==> config.mk <==
export PLATFORM = sky130hd
export DESIGN_NAME = cpu_debug_trace_monitor
export DESIGN_NICKNAME = d
export VERILOG_FILES = /design/src/rtl/core/cdtm_pkg.sv /design/src/rtl/core/cpu_debug_trace_monitor.sv /design/src/rtl/core/cdtm_front.sv /design/src/rtl/core/cdtm_queue.sv /design/src/rtl/core/cdtm_back.sv
export SDC_FILE = /design/constraint.sdc
export NUM_CORES = 2
export LEC_CHECK = 0
export BUFFER_PORTS_ARGS = -buffer_cell sky130_fd_sc_hd__buf_4
export CAP_MARGIN = 20
export CORE_MARGIN = 10
export CORE_UTILIZATION = 55
export CTS_BUF_LIST = sky130_fd_sc_hd__clkbuf_8 sky130_fd_sc_hd__clkbuf_16
export DETAILED_ROUTE_END_ITERATION = 8
export PLACE_DENSITY = 0.74
export SYNTH_ARGS = -nofsm -noshare
export SYNTH_HDL_FRONTEND = slang
export SYNTH_HIERARCHICAL = 1
export SYNTH_SLANG_ARGS = --single-unit
==> constraint.sdc <==
create_clock -name clk_i -period 4.6 [get_ports clk_i]
set_input_delay 1.38 -clock clk_i [delete_from_list [all_inputs] [get_ports clk_i]]
set_output_delay 1.38 -clock clk_i [all_outputs]
set_load 0.02 [all_outputs]
==> src/rtl/core/cdtm_pkg.sv <==
package cdtm_pkg;

  // Default sizes of the stores
  localparam int TraceDepth  = 64;
  localparam int ShadowDepth = 16;
  localparam int BreakSlots  = 8;
  localparam int IgnoreSlots = 8;

  // Queue between front and back
  localparam int QueueDepth = 2;
  localparam int QueueAw    = (QueueDepth > 1) ? $clog2(QueueDepth) : 1;
  localparam int QueueCw    = $clog2(QueueDepth + 1);

  // Item modes
  localparam logic [1:0] MODE_OBSERVE    = 2'd0;
  localparam logic [1:0] MODE_TOGGLE_BRK = 2'd1;
  localparam logic [1:0] MODE_TOGGLE_IGN = 2'd2;
  localparam logic [1:0] MODE_READ_TRACE = 2'd3;

  // Configuration register addresses
  localparam logic [2:0] ADDR_CHECK_STACK = 3'd0;

  // Stack range limits
  localparam logic [15:0] SP_HRAM_TOP = 16'hFF80;
  localparam logic [15:0] SP_ECHO_LOW = 16'hE000;
  localparam logic [15:0] SP_WRAM_LOW = 16'hC000;

  // Opcodes
  localparam logic [7:0] OP_SRC_BRK  = 8'h40;
  localparam logic [7:0] RST_MASK    = 8'hC7;
  localparam logic [7:0] OP_RET      = 8'hC9;
  localparam logic [7:0] OP_RETI     = 8'hD9;
  localparam logic [7:0] OP_JP       = 8'hC3;
  localparam logic [7:0] OP_JR       = 8'h18;
  localparam logic [7:0] OP_JP_HL    = 8'hE9;
  localparam logic [7:0] OP_JP_NZ    = 8'hC2;
  localparam logic [7:0] OP_RET_NZ   = 8'hC0;
  localparam logic [7:0] OP_JR_NZ    = 8'h20;
  localparam logic [7:0] OP_RET_Z    = 8'hC8;
  localparam logic [7:0] OP_JP_Z     = 8'hCA;
  localparam logic [7:0] OP_JR_Z     = 8'h28;
  localparam logic [7:0] OP_RET_NC   = 8'hD0;
  localparam logic [7:0] OP_JP_NC    = 8'hD2;
  localparam logic [7:0] OP_JR_NC    = 8'h30;
  localparam logic [7:0] OP_JR_C     = 8'h38;
  localparam logic [7:0] OP_RET_C    = 8'hD8;
  localparam logic [7:0] OP_JP_C     = 8'hDA;
  localparam logic [7:0] OP_CALL     = 8'hCD;
  localparam logic [7:0] OP_CALL_NZ  = 8'hC4;
  localparam logic [7:0] OP_CALL_Z   = 8'hCC;
  localparam logic [7:0] OP_CALL_NC  = 8'hD4;
  localparam logic [7:0] OP_CALL_C   = 8'hDC;

  // Classified word passed from front to back
  typedef struct packed {
    logic [1:0]  mode;
    logic [15:0] pc;
    logic [15:0] sp;
    logic [15:0] sp_push;
    logic [15:0] address;
    logic [5:0]  trace_index;
    logic        chk;
    logic        taken;
    logic        ret;
    logic        call;
    logic        src_op;
    logic        range_bad;
  } item_t;

  // Result flags of one word
  typedef struct packed {
    logic stop;
    logic breakpoint_hit;
    logic source_break;
    logic stack_range_bad;
    logic return_mismatch;
    logic return_empty;
    logic shadow_overflow;
    logic jump_logged;
    logic now_present;
    logic table_full;
  } flags_t;

  function automatic logic is_rst(input logic [7:0] op);
    return (op & RST_MASK) == RST_MASK;
  endfunction

  function automatic logic is_taken(input logic [7:0] op, input logic z, input logic c);
    return is_rst(op) || op == OP_RET || op == OP_RETI || op == OP_JP ||
           op == OP_JR || op == OP_JP_HL ||
           (!z && (op == OP_JP_NZ || op == OP_RET_NZ || op == OP_JR_NZ)) ||
           (z && (op == OP_RET_Z || op == OP_JP_Z || op == OP_JR_Z)) ||
           (!c && (op == OP_RET_NC || op == OP_JP_NC || op == OP_JR_NC)) ||
           (c && (op == OP_JR_C || op == OP_RET_C || op == OP_JP_C));
  endfunction

  function automatic logic is_ret(input logic [7:0] op, input logic z, input logic c);
    return is_rst(op) || op == OP_RET ||
           (!z && op == OP_RET_NZ) || (z && op == OP_RET_Z) ||
           (!c && op == OP_RET_NC) || (c && op == OP_RET_C);
  endfunction

  function automatic logic is_call(input logic [7:0] op, input logic z, input logic c);
    return op == OP_CALL || (!z && op == OP_CALL_NZ) || (z && op == OP_CALL_Z) ||
           (!c && op == OP_CALL_NC) || (c && op == OP_CALL_C);
  endfunction

endpackage

==> src/rtl/core/cpu_debug_trace_monitor.sv <==
// Debug monitor for the retired-instruction stream of an 8-bit CPU.
// Input words arrive on the s_axis channel; tuser carries the mode
// (observe, toggle breakpoint, toggle ignored address, read trace) and
// tdata the instruction fields. Each input word yields exactly one result
// word on the m_axis channel, in order: the stop and check flags, the
// toggle outcome, or a jump trace entry.
// A front stage classifies the opcode and checks the sp range, a 2-word
// queue decouples it from the back stage, which owns the jump trace memory,
// the shadow stack and the breakpoint and ignore tables.
// Throughput: one word per cycle while m_axis_tready is high. Each word is
// written into the queue and then loaded into the back stage result
// register, which also holds the registered trace memory read.
// When m_axis_tready is low the result register holds, the back stage
// stops, the queue fills and s_axis_tready drops once it is full.
// Reset clears the trace (empty entries read as zero), empties the shadow
// stack and both tables, and clears check_stack; no clearing pass is run.
// The check_stack register sits at address 0 of the APB port; the user must
// write it only while no word is in flight, which the block does not enforce.
module cpu_debug_trace_monitor
  import cdtm_pkg::*;
#(
  parameter int TRACE_DEPTH  = TraceDepth,
  parameter int SHADOW_DEPTH = ShadowDepth,
  parameter int BREAK_SLOTS  = BreakSlots,
  parameter int IGNORE_SLOTS = IgnoreSlots
) (
  input  logic        clk_i,
  input  logic        rst_ni,
  // Input words
  input  logic        s_axis_tvalid,
  output logic        s_axis_tready,
  // tuser: mode[1:0]
  input  logic [1:0]  s_axis_tuser,
  // tdata: pc[15:0], sp[31:16], opcode[39:32], flag_z[40], flag_c[41],
  //        address[57:42], trace_index[63:58]
  input  logic [63:0] s_axis_tdata,
  // Result words
  output logic        m_axis_tvalid,
  input  logic        m_axis_tready,
  // tdata: stop[0], breakpoint_hit[1], source_break[2], stack_range_bad[3],
  //        return_mismatch[4], return_empty[5], shadow_overflow[6],
  //        jump_logged[7], now_present[8], table_full[9], read_pc[25:10],
  //        zero[31:26]
  output logic [31:0] m_axis_tdata,
  // Configuration
  input  logic        psel,
  input  logic        penable,
  input  logic        pwrite,
  input  logic [2:0]  paddr,
  input  logic [31:0] pwdata,
  output logic [31:0] prdata,
  output logic        pready
);

  logic        check_stack_q;
  logic        q_full, q_push, q_valid, q_pop;
  item_t       front_item, back_item;
  flags_t      flags;
  logic [15:0] read_pc;

  // Configuration register
  assign pready = 1'b1;
  assign prdata = (paddr == ADDR_CHECK_STACK) ? {31'd0, check_stack_q} : 32'd0;

  always_ff @(posedge clk_i or negedge rst_ni) begin
    if (!rst_ni) begin
      check_stack_q <= 1'b0;
    end else if (psel && penable && pwrite && pready && paddr == ADDR_CHECK_STACK) begin
      check_stack_q <= pwdata[0];
    end
  end

  cdtm_front u_front (
    .s_valid_i     (s_axis_tvalid),
    .s_ready_o     (s_axis_tready),
    .s_user_i      (s_axis_tuser),
    .s_data_i      (s_axis_tdata),
    .check_stack_i (check_stack_q),
    .q_full_i      (q_full),
    .push_o        (q_push),
    .item_o        (front_item)
  );

  cdtm_queue u_queue (
    .clk_i   (clk_i),
    .rst_ni  (rst_ni),
    .push_i  (q_push),
    .item_i  (front_item),
    .full_o  (q_full),
    .valid_o (q_valid),
    .pop_i   (q_pop),
    .item_o  (back_item)
  );

  cdtm_back #(
    .TRACE_DEPTH  (TRACE_DEPTH),
    .SHADOW_DEPTH (SHADOW_DEPTH),
    .BREAK_SLOTS  (BREAK_SLOTS),
    .IGNORE_SLOTS (IGNORE_SLOTS)
  ) u_back (
    .clk_i        (clk_i),
    .rst_ni       (rst_ni),
    .item_valid_i (q_valid),
    .item_i       (back_item),
    .pop_o        (q_pop),
    .out_valid_o  (m_axis_tvalid),
    .out_ready_i  (m_axis_tready),
    .flags_o      (flags),
    .read_pc_o    (read_pc)
  );

  // Pack the result word
  assign m_axis_tdata = {6'd0, read_pc,
                         flags.table_full, flags.now_present, flags.jump_logged,
                         flags.shadow_overflow, flags.return_empty,
                         flags.return_mismatch, flags.stack_range_bad,
                         flags.source_break, flags.breakpoint_hit, flags.stop};

endmodule

==> src/rtl/core/cdtm_front.sv <==
module cdtm_front
  import cdtm_pkg::*;
(
  input  logic        s_valid_i,
  output logic        s_ready_o,
  input  logic [1:0]  s_user_i,
  input  logic [63:0] s_data_i,
  input  logic        check_stack_i,
  input  logic        q_full_i,
  output logic        push_o,
  output item_t       item_o
);

  logic [15:0] sp;
  logic [7:0]  op;
  logic        z;
  logic        c;

  // Take a word whenever the queue has room
  assign s_ready_o = !q_full_i;
  assign push_o    = s_valid_i && !q_full_i;

  assign sp = s_data_i[31:16];
  assign op = s_data_i[39:32];
  assign z  = s_data_i[40];
  assign c  = s_data_i[41];

  // Unpack and classify the instruction
  always_comb begin
    item_o.mode        = s_user_i;
    item_o.pc          = s_data_i[15:0];
    item_o.sp          = sp;
    item_o.sp_push     = sp - 16'd2;
    item_o.address     = s_data_i[57:42];
    item_o.trace_index = s_data_i[63:58];
    item_o.chk         = check_stack_i;
    item_o.taken       = is_taken(op, z, c);
    item_o.ret         = is_ret(op, z, c);
    item_o.call        = is_call(op, z, c);
    item_o.src_op      = (op == OP_SRC_BRK);
    item_o.range_bad   = check_stack_i &&
                         ((sp <= SP_HRAM_TOP && sp > SP_ECHO_LOW) ||
                          (sp <= SP_WRAM_LOW && sp != 16'd0));
  end

endmodule

==> src/rtl/core/cdtm_queue.sv <==
module cdtm_queue
  import cdtm_pkg::*;
(
  input  logic  clk_i,
  input  logic  rst_ni,
  input  logic  push_i,
  input  item_t item_i,
  output logic  full_o,
  output logic  valid_o,
  input  logic  pop_i,
  output item_t item_o
);

  item_t              slots_q [QueueDepth];
  logic [QueueAw-1:0] wr_ptr_q;
  logic [QueueAw-1:0] rd_ptr_q;
  logic [QueueCw-1:0] count_q;

  assign full_o  = (count_q == QueueCw'(QueueDepth));
  assign valid_o = (count_q != '0);
  assign item_o  = slots_q[rd_ptr_q];

  // Store incoming words
  always_ff @(posedge clk_i) begin
    if (push_i) begin
      slots_q[wr_ptr_q] <= item_i;
    end
  end

  // Advance pointers and count
  always_ff @(posedge clk_i or negedge rst_ni) begin
    if (!rst_ni) begin
      wr_ptr_q <= '0;
      rd_ptr_q <= '0;
      count_q  <= '0;
    end else begin
      if (push_i) begin
        wr_ptr_q <= (wr_ptr_q == QueueAw'(QueueDepth - 1)) ? '0 : wr_ptr_q + 1'b1;
      end
      if (pop_i) begin
        rd_ptr_q <= (rd_ptr_q == QueueAw'(QueueDepth - 1)) ? '0 : rd_ptr_q + 1'b1;
      end
      if (push_i && !pop_i) begin
        count_q <= count_q + 1'b1;
      end else if (pop_i && !push_i) begin
        count_q <= count_q - 1'b1;
      end
    end
  end

endmodule

==> src/rtl/core/cdtm_back.sv <==
module cdtm_back
  import cdtm_pkg::*;
#(
  parameter int TRACE_DEPTH  = TraceDepth,
  parameter int SHADOW_DEPTH = ShadowDepth,
  parameter int BREAK_SLOTS  = BreakSlots,
  parameter int IGNORE_SLOTS = IgnoreSlots
) (
  input  logic        clk_i,
  input  logic        rst_ni,
  input  logic        item_valid_i,
  input  item_t       item_i,
  output logic        pop_o,
  output logic        out_valid_o,
  input  logic        out_ready_i,
  output flags_t      flags_o,
  output logic [15:0] read_pc_o
);

  localparam int TraceAw  = (TRACE_DEPTH > 1) ? $clog2(TRACE_DEPTH) : 1;
  localparam int FillW    = $clog2(TRACE_DEPTH + 1);
  localparam int SumW     = ((TraceAw > 6) ? TraceAw : 6) + 1;
  localparam int ShadowAw = (SHADOW_DEPTH > 1) ? $clog2(SHADOW_DEPTH) : 1;
  localparam int ShadowCw = $clog2(SHADOW_DEPTH + 1);
  localparam int BreakAw  = (BREAK_SLOTS > 1) ? $clog2(BREAK_SLOTS) : 1;
  localparam int IgnoreAw = (IGNORE_SLOTS > 1) ? $clog2(IGNORE_SLOTS) : 1;

  // Jump trace memory with head and fill count
  logic [15:0]        trace_mem [TRACE_DEPTH];
  logic [TraceAw-1:0] head_q, head_d;
  logic [FillW-1:0]   fill_q, fill_d;

  // Shadow stack
  logic [15:0]         shadow_mem [SHADOW_DEPTH];
  logic [ShadowCw-1:0] shadow_cnt_q, shadow_cnt_d;

  // Breakpoint and ignore tables
  logic [15:0]             brk_addr_q [BREAK_SLOTS];
  logic [BREAK_SLOTS-1:0]  brk_valid_q, brk_valid_d;
  logic [15:0]             ign_addr_q [IGNORE_SLOTS];
  logic [IGNORE_SLOTS-1:0] ign_valid_q, ign_valid_d;

  // Output register
  logic        out_valid_q;
  flags_t      flags_q, flags_d;
  logic        rd_hit_q, rd_hit_d;
  logic [15:0] rd_q;

  logic                    fire;
  logic                    is_obs, is_tog_brk, is_tog_ign, is_read;
  logic                    brk_hit, ign_hit;
  logic [BREAK_SLOTS-1:0]  brk_match;
  logic                    brk_free_any;
  logic [BreakAw-1:0]      brk_free_idx;
  logic [IGNORE_SLOTS-1:0] ign_match;
  logic                    ign_free_any;
  logic [IgnoreAw-1:0]     ign_free_idx;
  logic                    brk_add, ign_add;
  logic [ShadowAw-1:0]     top_idx;
  logic [15:0]             shadow_top;
  logic                    shadow_empty, shadow_full;
  logic                    ret_pop, push_ok, log_jump;
  logic [SumW-1:0]         rd_sum, rd_wrap;
  logic [TraceAw-1:0]      rd_idx;
  logic                    tog_match, tog_free;

  assign fire  = item_valid_i && (!out_valid_q || out_ready_i);
  assign pop_o = fire;

  assign is_obs     = (item_i.mode == MODE_OBSERVE);
  assign is_tog_brk = (item_i.mode == MODE_TOGGLE_BRK);
  assign is_tog_ign = (item_i.mode == MODE_TOGGLE_IGN);
  assign is_read    = (item_i.mode == MODE_READ_TRACE);

  // Look up pc and the toggle address in both tables
  always_comb begin
    brk_hit      = 1'b0;
    brk_free_any = 1'b0;
    brk_free_idx = '0;
    for (int i = BREAK_SLOTS - 1; i >= 0; i--) begin
      brk_match[i] = brk_valid_q[i] && (brk_addr_q[i] == item_i.address);
      if (brk_valid_q[i] && brk_addr_q[i] == item_i.pc) begin
        brk_hit = 1'b1;
      end
      if (!brk_valid_q[i]) begin
        brk_free_any = 1'b1;
        brk_free_idx = BreakAw'(i);
      end
    end
  end

  always_comb begin
    ign_hit      = 1'b0;
    ign_free_any = 1'b0;
    ign_free_idx = '0;
    for (int i = IGNORE_SLOTS - 1; i >= 0; i--) begin
      ign_match[i] = ign_valid_q[i] && (ign_addr_q[i] == item_i.address);
      if (ign_valid_q[i] && ign_addr_q[i] == item_i.pc) begin
        ign_hit = 1'b1;
      end
      if (!ign_valid_q[i]) begin
        ign_free_any = 1'b1;
        ign_free_idx = IgnoreAw'(i);
      end
    end
  end

  // Toggle: drop a present address, else add it into the first free slot
  assign tog_match = is_tog_brk ? (|brk_match) : (|ign_match);
  assign tog_free  = is_tog_brk ? brk_free_any : ign_free_any;
  assign brk_add   = fire && is_tog_brk && !(|brk_match) && brk_free_any;
  assign ign_add   = fire && is_tog_ign && !(|ign_match) && ign_free_any;

  always_comb begin
    brk_valid_d = brk_valid_q;
    ign_valid_d = ign_valid_q;
    if (fire && is_tog_brk) begin
      brk_valid_d = brk_valid_q & ~brk_match;
    end
    if (brk_add) begin
      brk_valid_d[brk_free_idx] = 1'b1;
    end
    if (fire && is_tog_ign) begin
      ign_valid_d = ign_valid_q & ~ign_match;
    end
    if (ign_add) begin
      ign_valid_d[ign_free_idx] = 1'b1;
    end
  end

  // Shadow stack top, pop and push
  assign top_idx      = ShadowAw'(shadow_cnt_q - ShadowCw'(1));
  assign shadow_top   = shadow_mem[top_idx];
  assign shadow_empty = (shadow_cnt_q == '0);
  assign shadow_full  = (shadow_cnt_q == ShadowCw'(SHADOW_DEPTH));
  assign ret_pop      = item_i.ret && !shadow_empty && (item_i.sp == shadow_top);
  assign push_ok      = item_i.call && !shadow_full;
  assign log_jump     = fire && is_obs && item_i.taken;

  always_comb begin
    shadow_cnt_d = shadow_cnt_q;
    if (fire && is_obs && ret_pop) begin
      shadow_cnt_d = shadow_cnt_q - 1'b1;
    end else if (fire && is_obs && push_ok) begin
      shadow_cnt_d = shadow_cnt_q + 1'b1;
    end
  end

  // Advance the trace head and fill count
  always_comb begin
    head_d = head_q;
    fill_d = fill_q;
    if (log_jump) begin
      head_d = (head_q == TraceAw'(TRACE_DEPTH - 1)) ? '0 : head_q + 1'b1;
      if (fill_q != FillW'(TRACE_DEPTH)) begin
        fill_d = fill_q + 1'b1;
      end
    end
  end

  // Map the trace index onto the circular buffer
  assign rd_sum  = SumW'(head_q) + SumW'(item_i.trace_index);
  assign rd_wrap = (rd_sum >= SumW'(TRACE_DEPTH)) ? rd_sum - SumW'(TRACE_DEPTH) : rd_sum;
  assign rd_idx  = rd_wrap[TraceAw-1:0];
  assign rd_hit_d = is_read && (SumW'(item_i.trace_index) < SumW'(TRACE_DEPTH)) &&
                    (rd_wrap < SumW'(fill_q));

  // Build the result flags
  always_comb begin
    flags_d = '0;
    if (is_obs) begin
      flags_d.breakpoint_hit  = brk_hit;
      flags_d.source_break    = item_i.src_op && !ign_hit;
      flags_d.stack_range_bad = item_i.range_bad;
      flags_d.return_mismatch = item_i.ret && !shadow_empty && !ret_pop &&
                                !ign_hit && item_i.chk;
      flags_d.return_empty    = item_i.ret && shadow_empty && !ign_hit && item_i.chk;
      flags_d.shadow_overflow = item_i.call && shadow_full;
      flags_d.jump_logged     = item_i.taken;
      flags_d.stop            = flags_d.breakpoint_hit | flags_d.source_break |
                                flags_d.stack_range_bad | flags_d.return_mismatch |
                                flags_d.return_empty;
    end else if (is_tog_brk || is_tog_ign) begin
      flags_d.now_present = !tog_match && tog_free;
      flags_d.table_full  = !tog_match && !tog_free;
    end
  end

  // Memories and table addresses
  always_ff @(posedge clk_i) begin
    if (log_jump) begin
      trace_mem[head_q] <= item_i.pc;
    end
    if (fire) begin
      rd_q <= trace_mem[rd_idx];
    end
  end

  always_ff @(posedge clk_i) begin
    if (fire && is_obs && push_ok) begin
      shadow_mem[shadow_cnt_q[ShadowAw-1:0]] <= item_i.sp_push;
    end
    if (brk_add) begin
      brk_addr_q[brk_free_idx] <= item_i.address;
    end
    if (ign_add) begin
      ign_addr_q[ign_free_idx] <= item_i.address;
    end
    if (fire) begin
      flags_q <= flags_d;
    end
  end

  // Control state
  always_ff @(posedge clk_i or negedge rst_ni) begin
    if (!rst_ni) begin
      head_q       <= '0;
      fill_q       <= '0;
      shadow_cnt_q <= '0;
      brk_valid_q  <= '0;
      ign_valid_q  <= '0;
      out_valid_q  <= 1'b0;
      rd_hit_q     <= 1'b0;
    end else begin
      head_q       <= head_d;
      fill_q       <= fill_d;
      shadow_cnt_q <= shadow_cnt_d;
      brk_valid_q  <= brk_valid_d;
      ign_valid_q  <= ign_valid_d;
      if (fire) begin
        out_valid_q <= 1'b1;
        rd_hit_q    <= rd_hit_d;
      end else if (out_ready_i) begin
        out_valid_q <= 1'b0;
      end
    end
  end

  assign out_valid_o = out_valid_q;
  assign flags_o     = flags_q;
  assign read_pc_o   = rd_hit_q ? rd_q : 16'd0;

endmodule
==> results.ini <==
[final_layout]
final_layout_size_suffix_gt1_frac = 0.2603
diodes = 0
design_area_mm2 = 0.08305
nets = 4280
num-fill-cells = 9117
utilization = 0.6239
syn_to_final_growth_pct = 12.94

[global_route]
grt_pass1_vias = 37640
grtUsageTotal = 0.2266
grt_max_degree = 84
grt.overflow.total = 0
antenna_found_initial = 3
grt_pass1_wl_um = 249500

[power_and_ir_drop]
leakagePower_nw = 26.92
p_total_mw = 60.39
ir_drop_uv = 1070
power.density_mw_per_mm2 = 727.2

[clocking]
postCtsHoldBufs = 0
cts_sinks = 1759
clk_latency_ps = 800
cts_resized = 0
clock_path_buffers = 3
cts_buffers = 172
post_cts_buffers = 0
cts_root_buf = clkbuf_16
cts_tree = built
htree_num_levels = 4
clk_pin_slew_worst_paths_ps = 60

[yosys]
synth-edff-count = 1718
ys_types = 78
ys_warn_count = 6
yosysSeqAreaShare = 0.7155
ys_seq_elements = 1759
syn_area_mm2 = 0.07354
avgSynthCellArea_um2 = 19.00
synth_top_area_frac = 0.7015
synth_top_area_cell = edfxtp_1
synth_ff_type = edfxtp_1
synth_commonest_cells = 1718 x edfxtp_1, 399 x xnor2_1, 384 x mux4_2
async_flop_share = 0.02331
netlist_instances = 3870
yosys-top-cells-area = edfxtp_1 70%, mux4_2 12%, xnor2_1 4.8%
yosysMostFrequentCell = edfxtp_1

[floorplan]
core_mm2 = 0.1331
die_area_mm2 = 0.1487
initial_utilization = 0.5524
die_h_um = 385.7
rows = 134
die_w_um = 385.7
io_pins = 175

[setup_path]
arrival_ps = 4930
crit_chain = mux2_2 > ha_4 > fa_4 > buf_12 > buf_12 > mux4_2 > mux4_2 > a211oi_1 > buf_4 > a21oi_1
crit_path_start_kind = flop
required_ps = 5120
crit_fanout = 46
cpMaxStageDelayCell = fa_4
worstSetupEndpointType = flop
crit_type = reg2reg
critPathMaxStageDelay_ps = 850

[routing]
wl_per_cell_um = 27.93
drt_pass1_iterations = 5
routed_wl_um = 169200
vias = 37350
drtIter0Drc = 3990
ant_nets = 0
drc = 0
avgViaCountPerCell = 6.168

[sta]
period_share = 0.9595
tightest_slew_ps = 904.0
max-slew-margin-rel = 0.3944
rsz0062_at_grt = false
setup_viol = 0
hold_viol_final = 0
min_period_ps = 4414
max_freq_mhz = 226.6
hold_slack_ps = 488.6
clock_skew_ps = 44.68
finalMaxSlewViolations = 0

[status]
status = finished clean

[job]
max_cap_viol_count = 0

[placement]
routabilityCongestion = 0.8737
place_area_mm2 = 0.07753
detailed_place_hpwl_um = 102200
portBuffers = 105

[hold_path]
hp-class = reg2reg

-- critical path, delay by kind of cell, from the launching register on --
kind	cells	cell delay [ps]
adders and majority gates	2	1030
buffers and inverters	3	730
AOI/OAI and AO/OA	2	390
DFF	1	630
muxes	3	1300
-- flip-flops by register name, summed over array words and instances (netlist names), 2 cells and up --
signal and count:
u_back/trace_mem 1024, u_back/shadow_mem 256, u_queue/slots_q 156, u_back/brk_addr_q 128, u_back/ign_addr_q 128, u_back/rd_q 16, u_back/flags_o 10, u_back/brk_valid_q 8
u_back/ign_valid_q 8, u_back/fill_q 7, u_back/head_q 6, u_back/shadow_cnt_q 5, u_queue/count_q 2
-- per-stage QoR --
step,worst slack [ps],std cells,TNS [ps]
3_3_place_gp,190.6,5735,0
5_1_grt,27.39,6056,0
2_1_floorplan,-77.34,3906,-2214
6_report,186.2,6056,0
4_1_cts,150.8,6056,0
3_5_place_dp,191.0,5738,0
-- report_power, final --
part	internal, mW	leakage, nW	switching (mW)
sequential	20.3	16.0	0.544
clock	7.62	2.85	5.97
combinational	11.6	8.07	14.3
-- placed cells by master, fill, tap and decap left out, drive strengths merged, types with 7 or more instances in the layout --
cell type  count
nor2         108
clkinv        80
edfxtp      1718
o22ai         12
a21boi        21
and2          31
xor2         162
nor3          36
and3          12
mux2          81
a211oi        22
clkbuf       179
a31oi          9
bufinv        11
a22oi          7
conb          39
or3            7
mux2i         16
xnor2        399
a221oi         7
nand4        106
o21ai         18
buf          351
nand3         31
nor3b          7
nor2b         42
nor4          73
inv           93
dfrtp         41
nand2         59
mux4         384
a21oi         31
ha            27
-- layout make-up --
cell class                 count  area, um^2  share of cell area
timing repair buffer         351        2964             0.03569
inverter                      48       180.2            0.002169
clock inverter               139        1095             0.01318
multi-input combinational   1812       19560              0.2355
tap                         1768        2212             0.02663
sequential                  1759       52620              0.6336
clock buffer                 179        4423             0.05325
-- per-layer routing --
layer  GRT usage  vias to the layer above  wire, um
li1            -                    15800         -
met1      0.3295                    19500     70600
met2      0.3533                     1784     79960
met3     0.04141                      269     14550
met4     0.06475                        0      4053
met5           0                        -         0
-- logic make-up (layout without fill, tap and decap cells) --
logic type / after synthesis / count (layout) / share of synthesized area
flip-flops: 1759 / 1759 / 0.7155
XOR/XNOR: 561 / 561 / 0.06681
AND/OR/NAND/NOR: 542 / 542 / 0.04031
multiplexers: 481 / 481 / 0.1327
buffers and inverters: 335 / 717 / 0.02324
AO/OA/AOI/OAI: 161 / 161 / 0.01645
adder cells (fa/ha/maj): 28 / 28 / 0.004866
other: 3 / 39 / 0.0001531
-- final timing paths --
check                                         to  slack (ps)               start  cells past startpoint
max                              u_back/rd_q[15]         190    u_queue/rd_ptr_q                     10
min                           u_queue/count_q[1]         490  u_queue/count_q[1]                      1
max reg2reg                      u_back/rd_q[15]         190    u_queue/rd_ptr_q                     10
min reg2reg                   u_queue/count_q[1]         490  u_queue/count_q[1]                      1
max in group asynchronous       u_queue/rd_ptr_q        3400              rst_ni                      1
min in group asynchronous  u_back/brk_valid_q[5]         630              rst_ni                      1
Power figures use the tool's default switching activity.
